`src/design/ctsr_pkg.sv`:
```
// shared types and character constants for the sample reporter
// no dependencies
package ctsr_pkg;

    localparam int SAMPLE_BITS = 12;
    localparam int DIGITS      = 4;

    localparam logic [15:0] PERIOD_RESET = 16'd1000;

    localparam logic [7:0] CH_BANG = 8'h21;
    localparam logic [7:0] CH_R    = 8'h52;
    localparam logic [7:0] CH_S    = 8'h53;
    localparam logic [7:0] CH_T    = 8'h54;
    localparam logic [7:0] CH_O    = 8'h4F;
    localparam logic [7:0] CH_K    = 8'h4B;
    localparam logic [7:0] CH_HASH = 8'h23;
    localparam logic [7:0] CH_A    = 8'h41;
    localparam logic [7:0] CH_D    = 8'h44;
    localparam logic [7:0] CH_C    = 8'h43;
    localparam logic [7:0] CH_EQ   = 8'h3D;
    localparam logic [7:0] CH_CR   = 8'h0D;
    localparam logic [7:0] CH_LF   = 8'h0A;
    localparam logic [7:0] CH_ZERO = 8'h30;

    typedef struct packed {
        logic                   echo_en;
        logic [7:0]             echo_byte;
        logic                   frame_en;
        logic [SAMPLE_BITS-1:0] sample;
    } job_t;

endpackage

```
`src/design/ctsr_front.sv`:
```
// front end: command parser, repeat timer and link machine, one item per cycle while q_full is low
// depends on ctsr_pkg
module ctsr_front
(
    input  logic                             clk,
    input  logic                             rst_n,
    input  logic                             cfg_wr_en,
    input  logic [15:0]                      cfg_wr_data,
    input  logic                             in_valid,
    output logic                             in_stall,
    input  logic                             mode,
    input  logic [7:0]                       rx_byte,
    input  logic [ctsr_pkg::SAMPLE_BITS-1:0] adc_sample,
    input  logic                             q_full,
    output logic                             push,
    output ctsr_pkg::job_t                   job
);

    localparam logic [2:0] PS_HEADER  = 3'd0;
    localparam logic [2:0] PS_FIRST   = 3'd1;
    localparam logic [2:0] PS_RST_S   = 3'd2;
    localparam logic [2:0] PS_RST_T   = 3'd3;
    localparam logic [2:0] PS_OK_K    = 3'd4;
    localparam logic [2:0] PS_RST_END = 3'd5;
    localparam logic [2:0] PS_OK_END  = 3'd6;

    localparam logic [1:0] LS_WAIT   = 2'd0;
    localparam logic [1:0] LS_SEND   = 2'd1;
    localparam logic [1:0] LS_RESEND = 2'd2;

    logic [15:0]                      period_reg;
    logic [2:0]                       parser_reg, parser_next;
    logic                             en_reg, en_next;
    logic [1:0]                       link_reg, link_next;
    logic [ctsr_pkg::SAMPLE_BITS-1:0] latched_reg, latched_next;
    logic [15:0]                      cnt_reg, cnt_next, cnt_tick;
    logic                             due_reg, due_next, due_tick;
    logic                             frame;
    logic                             accept;

    assign in_stall = q_full;
    assign accept   = in_valid && !q_full;

    always_comb
    begin
        parser_next = parser_reg;
        en_next     = en_reg;
        if (!mode)
        begin
            unique case (parser_reg)
                PS_HEADER:
                begin
                    if (rx_byte == ctsr_pkg::CH_BANG)
                    begin
                        parser_next = PS_FIRST;
                    end
                end
                PS_FIRST:
                begin
                    priority if (rx_byte == ctsr_pkg::CH_R)
                    begin
                        parser_next = PS_RST_S;
                    end
                    else if (rx_byte == ctsr_pkg::CH_O)
                    begin
                        parser_next = PS_OK_K;
                    end
                    else
                    begin
                        parser_next = PS_HEADER;
                    end
                end
                PS_RST_S:
                begin
                    parser_next = (rx_byte == ctsr_pkg::CH_S) ? PS_RST_T : PS_HEADER;
                end
                PS_RST_T:
                begin
                    parser_next = (rx_byte == ctsr_pkg::CH_T) ? PS_RST_END : PS_HEADER;
                end
                PS_OK_K:
                begin
                    parser_next = (rx_byte == ctsr_pkg::CH_K) ? PS_OK_END : PS_HEADER;
                end
                PS_RST_END:
                begin
                    if (rx_byte == ctsr_pkg::CH_HASH)
                    begin
                        en_next = 1'b1;
                    end
                    parser_next = PS_HEADER;
                end
                PS_OK_END:
                begin
                    if (rx_byte == ctsr_pkg::CH_HASH)
                    begin
                        en_next = 1'b0;
                    end
                    parser_next = PS_HEADER;
                end
                default:
                begin
                    parser_next = PS_HEADER;
                end
            endcase
        end
    end

    // timer tick
    always_comb
    begin
        cnt_tick = cnt_reg;
        due_tick = due_reg;
        if (mode && (cnt_reg != 16'd0))
        begin
            cnt_tick = cnt_reg - 16'd1;
            if (cnt_tick == 16'd0)
            begin
                due_tick = 1'b1;
            end
        end
    end

    always_comb
    begin
        link_next    = link_reg;
        latched_next = latched_reg;
        cnt_next     = cnt_tick;
        due_next     = due_tick;
        frame        = 1'b0;
        unique case (link_reg)
            LS_WAIT:
            begin
                if (en_next)
                begin
                    link_next    = LS_SEND;
                    latched_next = adc_sample;
                end
            end
            LS_SEND:
            begin
                frame = 1'b1;
                if (en_next)
                begin
                    link_next = LS_RESEND;
                    cnt_next  = period_reg;
                    due_next  = 1'b0;
                end
                else
                begin
                    link_next = LS_WAIT;
                end
            end
            LS_RESEND:
            begin
                if (due_tick)
                begin
                    frame    = 1'b1;
                    cnt_next = period_reg;
                    due_next = 1'b0;
                end
                if (!en_next)
                begin
                    link_next = LS_WAIT;
                    cnt_next  = 16'd0;
                    due_next  = 1'b0;
                end
            end
            default:
            begin
                link_next = LS_WAIT;
            end
        endcase
    end

    assign job.echo_en   = !mode;
    assign job.echo_byte = rx_byte;
    assign job.frame_en  = frame;
    assign job.sample    = latched_reg;
    assign push          = accept && (!mode || frame);

    always_ff @(posedge clk or negedge rst_n)
    begin
        if (!rst_n)
        begin
            period_reg <= ctsr_pkg::PERIOD_RESET;
        end
        else if (cfg_wr_en)
        begin
            period_reg <= cfg_wr_data;
        end
    end

    always_ff @(posedge clk or negedge rst_n)
    begin
        if (!rst_n)
        begin
            parser_reg  <= PS_HEADER;
            en_reg      <= 1'b0;
            link_reg    <= LS_WAIT;
            latched_reg <= '0;
            cnt_reg     <= 16'd0;
            due_reg     <= 1'b0;
        end
        else if (accept)
        begin
            parser_reg  <= parser_next;
            en_reg      <= en_next;
            link_reg    <= link_next;
            latched_reg <= latched_next;
            cnt_reg     <= cnt_next;
            due_reg     <= due_next;
        end
    end

endmodule

```
`src/design/ctsr_queue.sv`:
```
// job queue between the front end and the byte sequencer
// depends on ctsr_pkg
module ctsr_queue
#(
    parameter int DEPTH = 4
)
(
    input  logic           clk,
    input  logic           rst_n,
    input  logic           push,
    input  ctsr_pkg::job_t din,
    input  logic           pop,
    output ctsr_pkg::job_t dout,
    output logic           full,
    output logic           empty
);

    localparam int IDX_W = (DEPTH > 1) ? $clog2(DEPTH) : 1;
    localparam int CNT_W = $clog2(DEPTH + 1);

    ctsr_pkg::job_t   mem_reg [DEPTH];
    logic [IDX_W-1:0] wr_ptr_reg, rd_ptr_reg;
    logic [CNT_W-1:0] count_reg;

    assign full  = (count_reg == CNT_W'(DEPTH));
    assign empty = (count_reg == '0);
    assign dout  = mem_reg[rd_ptr_reg];

    always_ff @(posedge clk)
    begin
        if (push)
        begin
            mem_reg[wr_ptr_reg] <= din;
        end
    end

    always_ff @(posedge clk or negedge rst_n)
    begin
        if (!rst_n)
        begin
            wr_ptr_reg <= '0;
            rd_ptr_reg <= '0;
            count_reg  <= '0;
        end
        else
        begin
            if (push)
            begin
                wr_ptr_reg <= (wr_ptr_reg == IDX_W'(DEPTH - 1)) ? '0 : wr_ptr_reg + 1'b1;
            end
            if (pop)
            begin
                rd_ptr_reg <= (rd_ptr_reg == IDX_W'(DEPTH - 1)) ? '0 : rd_ptr_reg + 1'b1;
            end
            if (push && !pop)
            begin
                count_reg <= count_reg + 1'b1;
            end
            else if (pop && !push)
            begin
                count_reg <= count_reg - 1'b1;
            end
        end
    end

endmodule

```
`src/design/ctsr_back.sv`:
```
// byte sequencer: echo, frame header, decimal digits, frame tail
// depends on ctsr_pkg
module ctsr_back
(
    input  logic           clk,
    input  logic           rst_n,
    input  logic           job_valid,
    input  ctsr_pkg::job_t job,
    output logic           pop,
    output logic           out_valid,
    input  logic           out_stall,
    output logic [7:0]     tx_byte,
    output logic           last
);

    localparam int SB         = ctsr_pkg::SAMPLE_BITS;
    localparam int RECIP_TEN  = 6554;
    localparam int RECIP_SH   = 16;
    localparam int PROD_W     = SB + RECIP_SH;
    localparam int W4         = SB + 4;

    localparam logic [1:0] PH_ECHO = 2'd0;
    localparam logic [1:0] PH_HEAD = 2'd1;
    localparam logic [1:0] PH_DIG  = 2'd2;
    localparam logic [1:0] PH_TAIL = 2'd3;

    function automatic logic [7:0] head_char(input logic [2:0] idx);
        logic [7:0] c;
        unique case (idx)
            3'd0:    c = ctsr_pkg::CH_BANG;
            3'd1:    c = ctsr_pkg::CH_A;
            3'd2:    c = ctsr_pkg::CH_D;
            3'd3:    c = ctsr_pkg::CH_C;
            default: c = ctsr_pkg::CH_EQ;
        endcase
        return c;
    endfunction

    function automatic logic [7:0] tail_char(input logic [2:0] idx);
        logic [7:0] c;
        unique case (idx)
            3'd0:    c = ctsr_pkg::CH_HASH;
            3'd1:    c = ctsr_pkg::CH_CR;
            default: c = ctsr_pkg::CH_LF;
        endcase
        return c;
    endfunction

    logic          busy_reg, busy_next;
    logic [1:0]    phase_reg, phase_next;
    logic [2:0]    idx_reg, idx_next;
    logic [7:0]    echo_reg, echo_next;
    logic          frame_reg, frame_next;
    logic [SB-1:0] conv_v_reg, conv_v_next;
    logic [1:0]    conv_k_reg, conv_k_next;
    logic          conv_done_reg, conv_done_next;
    logic [1:0]    dpos_reg, dpos_next;
    logic [3:0]    digit_reg [ctsr_pkg::DIGITS];
    logic          digit_we;
    logic          out_valid_reg, out_valid_next;
    logic [7:0]    tx_reg, tx_next;
    logic          last_reg, last_next;

    logic          can_load, emit, byte_last, job_end;
    logic [7:0]    byte_val;

    logic [PROD_W-1:0] prod;
    logic [SB-1:0]     q0, q;
    logic [W4-1:0]     tenq, v_ext, rem;
    logic [3:0]        rdig;

    // divide by ten through a reciprocal with one correction step
    always_comb
    begin
        prod  = PROD_W'(conv_v_reg) * PROD_W'(RECIP_TEN);
        q0    = prod[PROD_W-1 -: SB];
        tenq  = W4'({q0, 3'b000}) + W4'({q0, 1'b0});
        v_ext = W4'(conv_v_reg);
        if (tenq > v_ext)
        begin
            q   = q0 - 1'b1;
            rem = v_ext + W4'(10) - tenq;
        end
        else
        begin
            q   = q0;
            rem = v_ext - tenq;
        end
        rdig = rem[3:0];
    end

    assign can_load = !out_valid_reg || !out_stall;

    always_comb
    begin
        busy_next      = busy_reg;
        phase_next     = phase_reg;
        idx_next       = idx_reg;
        echo_next      = echo_reg;
        frame_next     = frame_reg;
        conv_v_next    = conv_v_reg;
        conv_k_next    = conv_k_reg;
        conv_done_next = conv_done_reg;
        dpos_next      = dpos_reg;
        digit_we       = 1'b0;
        emit           = 1'b0;
        byte_val       = 8'h00;
        byte_last      = 1'b0;
        job_end        = 1'b0;

        if (!conv_done_reg)
        begin
            digit_we    = 1'b1;
            conv_k_next = conv_k_reg + 1'b1;
            conv_v_next = q;
            if ((q == '0) || (conv_k_reg == 2'(ctsr_pkg::DIGITS - 1)))
            begin
                conv_done_next = 1'b1;
                dpos_next      = conv_k_reg;
            end
        end

        if (busy_reg && can_load)
        begin
            unique case (phase_reg)
                PH_ECHO:
                begin
                    emit      = 1'b1;
                    byte_val  = echo_reg;
                    byte_last = !frame_reg;
                    if (frame_reg)
                    begin
                        phase_next = PH_HEAD;
                        idx_next   = 3'd0;
                    end
                    else
                    begin
                        job_end = 1'b1;
                    end
                end
                PH_HEAD:
                begin
                    emit     = 1'b1;
                    byte_val = head_char(idx_reg);
                    if (idx_reg == 3'd4)
                    begin
                        phase_next = PH_DIG;
                    end
                    else
                    begin
                        idx_next = idx_reg + 3'd1;
                    end
                end
                PH_DIG:
                begin
                    if (conv_done_reg)
                    begin
                        emit     = 1'b1;
                        byte_val = ctsr_pkg::CH_ZERO + {4'b0000, digit_reg[dpos_reg]};
                        if (dpos_reg == 2'd0)
                        begin
                            phase_next = PH_TAIL;
                            idx_next   = 3'd0;
                        end
                        else
                        begin
                            dpos_next = dpos_reg - 2'd1;
                        end
                    end
                end
                PH_TAIL:
                begin
                    emit     = 1'b1;
                    byte_val = tail_char(idx_reg);
                    if (idx_reg == 3'd2)
                    begin
                        byte_last = 1'b1;
                        job_end   = 1'b1;
                    end
                    else
                    begin
                        idx_next = idx_reg + 3'd1;
                    end
                end
            endcase
        end

        if (job_end)
        begin
            busy_next = 1'b0;
        end

        pop = job_valid && (!busy_reg || job_end);
        if (pop)
        begin
            busy_next      = 1'b1;
            echo_next      = job.echo_byte;
            frame_next     = job.frame_en;
            phase_next     = job.echo_en ? PH_ECHO : PH_HEAD;
            idx_next       = 3'd0;
            conv_v_next    = job.sample;
            conv_k_next    = 2'd0;
            conv_done_next = !job.frame_en;
        end

        out_valid_next = out_valid_reg;
        tx_next        = tx_reg;
        last_next      = last_reg;
        if (can_load)
        begin
            out_valid_next = emit;
            tx_next        = byte_val;
            last_next      = byte_last;
        end
    end

    always_ff @(posedge clk)
    begin
        echo_reg   <= echo_next;
        frame_reg  <= frame_next;
        conv_v_reg <= conv_v_next;
        tx_reg     <= tx_next;
        last_reg   <= last_next;
        if (digit_we)
        begin
            digit_reg[conv_k_reg] <= rdig;
        end
    end

    always_ff @(posedge clk or negedge rst_n)
    begin
        if (!rst_n)
        begin
            busy_reg      <= 1'b0;
            phase_reg     <= PH_ECHO;
            idx_reg       <= 3'd0;
            conv_k_reg    <= 2'd0;
            conv_done_reg <= 1'b1;
            dpos_reg      <= 2'd0;
            out_valid_reg <= 1'b0;
        end
        else
        begin
            busy_reg      <= busy_next;
            phase_reg     <= phase_next;
            idx_reg       <= idx_next;
            conv_k_reg    <= conv_k_next;
            conv_done_reg <= conv_done_next;
            dpos_reg      <= dpos_next;
            out_valid_reg <= out_valid_next;
        end
    end

    assign out_valid = out_valid_reg;
    assign tx_byte   = tx_reg;
    assign last      = last_reg;

endmodule

```
`src/design/command_triggered_sample_reporter.sv`:
```
// command triggered sample reporter, top level
// depends on ctsr_pkg, ctsr_front, ctsr_queue, ctsr_back
//
// input channel (in_valid / in_stall): one beat is a received serial byte
// (mode 0, rx_byte) or one timer tick (mode 1), with the current adc_sample.
// output channel (out_valid / out_stall): one beat per transmitted byte,
// last marks the final byte caused by one input beat.
// cfg_wr_en / cfg_wr_data write the resend period in ticks.
// the front end takes one input beat per cycle and queues a job for any beat
// that produces bytes; up to QUEUE_DEPTH jobs wait, then in_stall rises.
// the back end sends one byte per cycle from an output register while
// out_stall is low: an echo is 1 byte, a report frame 9 to 12 bytes, echo
// plus frame at most 13 bytes, so sustained throughput is set by the bytes a
// beat produces. the first byte of a beat passes the queue and back end job
// registers before the output register shows it. frame digits come from a
// divide-by-ten unit, one digit a cycle, hidden behind the five header bytes.
// reset: parser waits for '!', reporting off, period 1000, queue empty.
// when out_stall is high the byte on the port holds; the queue keeps filling
// until full, and then in_stall holds off new input beats.
module command_triggered_sample_reporter
#(
    parameter int QUEUE_DEPTH = 4
)
(
    input  logic                             clk,
    input  logic                             rst_n,
    input  logic                             cfg_wr_en,
    input  logic [15:0]                      cfg_wr_data,
    input  logic                             in_valid,
    output logic                             in_stall,
    input  logic                             mode,
    input  logic [7:0]                       rx_byte,
    input  logic [ctsr_pkg::SAMPLE_BITS-1:0] adc_sample,
    output logic                             out_valid,
    input  logic                             out_stall,
    output logic [7:0]                       tx_byte,
    output logic                             last
);

    ctsr_pkg::job_t push_job, head_job;
    logic           push, pop, q_full, q_empty;

    ctsr_front u_front
    (
        .clk         (clk),
        .rst_n       (rst_n),
        .cfg_wr_en   (cfg_wr_en),
        .cfg_wr_data (cfg_wr_data),
        .in_valid    (in_valid),
        .in_stall    (in_stall),
        .mode        (mode),
        .rx_byte     (rx_byte),
        .adc_sample  (adc_sample),
        .q_full      (q_full),
        .push        (push),
        .job         (push_job)
    );

    ctsr_queue #(.DEPTH(QUEUE_DEPTH)) u_queue
    (
        .clk   (clk),
        .rst_n (rst_n),
        .push  (push),
        .din   (push_job),
        .pop   (pop),
        .dout  (head_job),
        .full  (q_full),
        .empty (q_empty)
    );

    ctsr_back u_back
    (
        .clk       (clk),
        .rst_n     (rst_n),
        .job_valid (!q_empty),
        .job       (head_job),
        .pop       (pop),
        .out_valid (out_valid),
        .out_stall (out_stall),
        .tx_byte   (tx_byte),
        .last      (last)
    );

endmodule

```
`config.mk`:
```
export PLATFORM = sky130hd
export DESIGN_NAME = command_triggered_sample_reporter
export DESIGN_NICKNAME = d
export VERILOG_FILES = /design/src/design/ctsr_pkg.sv /design/src/design/ctsr_front.sv /design/src/design/ctsr_queue.sv /design/src/design/ctsr_back.sv /design/src/design/command_triggered_sample_reporter.sv
export SDC_FILE = /design/constraint.sdc
export NUM_CORES = 1
export LEC_CHECK = 0
export BUFFER_PORTS_ARGS = -buffer_cell sky130_fd_sc_hd__buf_2
export CAP_MARGIN = 20
export CORE_UTILIZATION = 40
export DETAILED_ROUTE_END_ITERATION = 12
export PLACE_DENSITY = 0.62
export SLEW_MARGIN = 20
export SYNTH_ARGS = -nofsm -noshare
export SYNTH_HDL_FRONTEND = slang
export SYNTH_SLANG_ARGS = --single-unit
```
`constraint.sdc`:
```
create_clock -name clk -period 10 [get_ports clk]
set_input_delay 1.5 -clock clk [delete_from_list [all_inputs] [get_ports clk]]
set_output_delay 1.5 -clock clk [all_outputs]
set_load 0.005 [all_outputs]
```
==> flow_results.xml <==
<?xml version="1.0" encoding="UTF-8"?>
<metrics>
  <group name="critical_path">
    <metric name="crit_slowest_cell" unit="">sky130_fd_sc_hd__fa_1</metric>
    <metric name="timing.rr.start" unit="">u_back.conv_v_reg[2]</metric>
    <metric name="crit_path_start" unit="">u_back.conv_v_reg[2]</metric>
    <metric name="slowest_delay" unit="ns">0.54</metric>
    <metric name="timing.critical_path.required" unit="ns">10.38</metric>
    <metric name="crit_arrival" unit="ns">9.44</metric>
    <metric name="endpoint_kind" unit="">register</metric>
    <metric name="worst-setup-path-type" unit="">register to register</metric>
    <metric name="path_max_fanout" unit="">7</metric>
    <metric name="crit_path_start_kind" unit="">register</metric>
  </group>
  <group name="cts">
    <metric name="clock_insertion_delay_worst_skew" unit="ns">0.50</metric>
    <metric name="ctsLongestPathBuffers" unit="">3</metric>
    <metric name="cts.sink_count" unit="">204</metric>
    <metric name="cts-root-buf" unit="">sky130_fd_sc_hd__clkbuf_16</metric>
    <metric name="cts.reportedPaths.clkPinSlew" unit="ns">0.06</metric>
    <metric name="cts_hold_repair.buffers" unit="">0</metric>
    <metric name="postCtsSetupBuffers" unit="">0</metric>
    <metric name="post_cts_sizing" unit="">0</metric>
    <metric name="tritoncts_clock_tree" unit="">built</metric>
    <metric name="h_tree_depth" unit="">1</metric>
    <metric name="cts_made_buffers" unit="">22</metric>
  </group>
  <group name="layout">
    <metric name="max_reg_flops" unit="">88</metric>
    <metric name="flow.area_growth_from_synthesis" unit="%">10.85</metric>
    <metric name="finalNetCount" unit="">1394</metric>
    <metric name="layout_common_cells" unit="">sky130_fd_sc_hd__inv_1, sky130_fd_sc_hd__edfxtp_1, sky130_fd_sc_hd__ha_1</metric>
    <metric name="stdcell_count" unit="">1596</metric>
    <metric name="filler_cell_count" unit="">2922</metric>
    <metric name="multi_input_comb_area" unit="um^2">6556</metric>
    <metric name="layout.cells.most_common" unit="">sky130_fd_sc_hd__inv_1</metric>
    <metric name="seq_area" unit="um^2">5784</metric>
    <metric name="finish.utilization" unit="%">45.36</metric>
    <metric name="antenna_cells" unit="">0</metric>
    <metric name="layout-drive-gt1-share" unit="%">14.82</metric>
    <metric name="final_design_area_no_fill" unit="um^2">14390</metric>
  </group>
  <group name="placement">
    <metric name="post-dp-hpwl" unit="mm">19.56</metric>
    <metric name="number_of_placed_instances_with_taps_included" unit="">1557</metric>
    <metric name="gp_congestion" unit="">0.8487</metric>
    <metric name="postPlaceCellArea" unit="um^2">13680</metric>
    <metric name="placement.io_buffers" unit="">52</metric>
  </group>
  <group name="sta">
    <metric name="unrepaired_setup_endpoints_after_global_routing" unit="">no</metric>
    <metric name="tns" unit="ns">0</metric>
    <metric name="timing_max_transition_violations_final" unit="">0</metric>
    <metric name="timing.max_slew.rel_slack" unit="%">32.14</metric>
    <metric name="timing_worst_slew_pin_value" unit="ns">1.018</metric>
    <metric name="fmax" unit="GHz">0.1105</metric>
    <metric name="finalCriticalPeriod" unit="ns">9.051</metric>
    <metric name="final-hold-violation-count" unit="">0</metric>
    <metric name="setup_viol" unit="">0</metric>
    <metric name="clock_skew" unit="ns">0.01039</metric>
    <metric name="timing.final.crit_share" unit="%">90.51</metric>
  </group>
  <group name="die">
    <metric name="die_w" unit="um">182.1</metric>
    <metric name="row_count" unit="">65</metric>
    <metric name="initial_cell_density_of_the_core" unit="%">40.92</metric>
    <metric name="core_area" unit="um^2">31720</metric>
    <metric name="top_level_ports" unit="">53</metric>
    <metric name="die_h" unit="um">182.1</metric>
    <metric name="full_die_area" unit="um^2">33180</metric>
  </group>
  <group name="synth">
    <metric name="synthesis.yosys.warnings" unit="">0</metric>
    <metric name="synthDistinctLibCells" unit="">84</metric>
    <metric name="syn-cell-area" unit="um^2">12980</metric>
    <metric name="synth_ff_type" unit="">sky130_fd_sc_hd__edfxtp_1</metric>
    <metric name="synth_edf_count" unit="">134</metric>
    <metric name="synth_area_per_cell" unit="um^2">11.52</metric>
    <metric name="yosys_register_bits" unit="">204</metric>
    <metric name="post_syn_instances" unit="">1127</metric>
    <metric name="synth-async-reset-ratio" unit="%">34.31</metric>
    <metric name="seq_area_frac_synth" unit="%">44.56</metric>
    <metric name="mappedNetlistNets" unit="">1342</metric>
  </group>
  <group name="grt">
    <metric name="global_route.overflow_total" unit="">0</metric>
    <metric name="grt_first_pass_wirelength" unit="mm">43.97</metric>
    <metric name="initial_antenna_violation_count" unit="">1</metric>
    <metric name="track_usage" unit="%">16.40</metric>
    <metric name="vias_in_the_first_global_route" unit="">8539</metric>
    <metric name="grt_max_degree" unit="">71</metric>
  </group>
  <group name="routing">
    <metric name="antenna_left" unit="">0</metric>
    <metric name="drc_errors" unit="">0</metric>
    <metric name="routed_via_density" unit="">5.297</metric>
    <metric name="vias" unit="">8454</metric>
    <metric name="drtIter0Drc" unit="">445</metric>
    <metric name="drt_pre_antenna_iters" unit="">5</metric>
    <metric name="routedWlPerCell" unit="um">16.51</metric>
    <metric name="totalWireLength" unit="mm">26.34</metric>
  </group>
  <group name="status">
    <metric name="status" unit="">finished clean</metric>
  </group>
  <group name="min_path">
    <metric name="path_class_of_the_lowest_slack_min_delay_path" unit="">register to register</metric>
    <metric name="hold_path_startpoint" unit="">u_queue.count_reg[2]</metric>
  </group>
  <group name="job">
    <metric name="drv_cap" unit="">0</metric>
  </group>
</metrics>
-- worst paths after layout --
path,to,slack [ns],depth (start not counted)
max,u_back.dpos_reg[0],0.95,34
min,u_queue.count_reg[2],0.49,1
max reg2reg,u_back.dpos_reg[0],0.95,34
min reg2reg,u_queue.count_reg[2],0.49,1
max in group asynchronous,u_front.latched_reg[9],8.26,1
min in group asynchronous,u_front.period_reg[1],1.14,1
-- per-layer routing --
metal  track usage (%)  vias up  wire (um)
li1                  -     4153          -
met1             22.36     4133      12500
met2             28.11      134      12590
met3             1.956       32        807
met4             3.361        2        427
met5                 0        -         13
-- logic make-up after synthesis --
family | synth area share (%)
DFF | 44.56
and+or+nand+nor | 10.54
AOI/OAI and AO/OA | 10.84
xor gates and xnor gates | 2.554
muxes | 7.432
adders and majority gates | 19.12
buffers and inverters | 4.945
-- worst max-delay path, delay by kind of cell (launching register included) --
kind | cells | cell delay (ns)
AO/OA/AOI/OAI | 14 | 2.81
adder cells (fa/ha/maj) | 9 | 3.93
flip-flops | 1 | 0.51
XOR/XNOR | 2 | 0.44
AND/OR/NAND/NOR | 4 | 0.84
buffers and inverters | 5 | 0.40
-- cells in the mapped netlist (all sizes together) (13+ instances only) --
cell | instances | area [um^2]
inv | 135 | 506.7
nand2 | 86 | 325.3
o21ai | 66 | 330.3
nor3 | 20 | 110.1
fa | 41 | 820.8
nand2b | 13 | 81.33
ha | 132 | 1652
xnor2 | 25 | 226.5
mux2 | 31 | 349.1
a21oi | 51 | 266.5
clkbuf | 27 | 101.4
mux4 | 26 | 585.6
dfrtp | 63 | 1577
nand3 | 18 | 90.09
nor2 | 64 | 240.2
edfxtp | 134 | 4024
-- stage by stage --
stage | setup slack (ns) | hold WS, ns
5_1_grt | 0.3567 | 0.5130
3_3_place_gp | 1.208 | 0.4725
4_1_cts | 0.9355 | 0.4918
3_5_place_dp | 0.9561 | 0.4815
6_report | 0.9487 | 0.4890
2_1_floorplan | 1.726 | 0.4565
-- final cells by class --
type,instances,share of cell area [%]
inverter,135,3.522
sequential,204,40.20
clock buffer,31,4.487
clock inverter,8,0.4348
timing repair buffer,61,2.296
multi-input combinational,755,45.57
tap,402,3.496
Power is left out: the tool's default activity adds up to more than one toggle a clock period on the data nets, which glitch-free logic cannot reach.
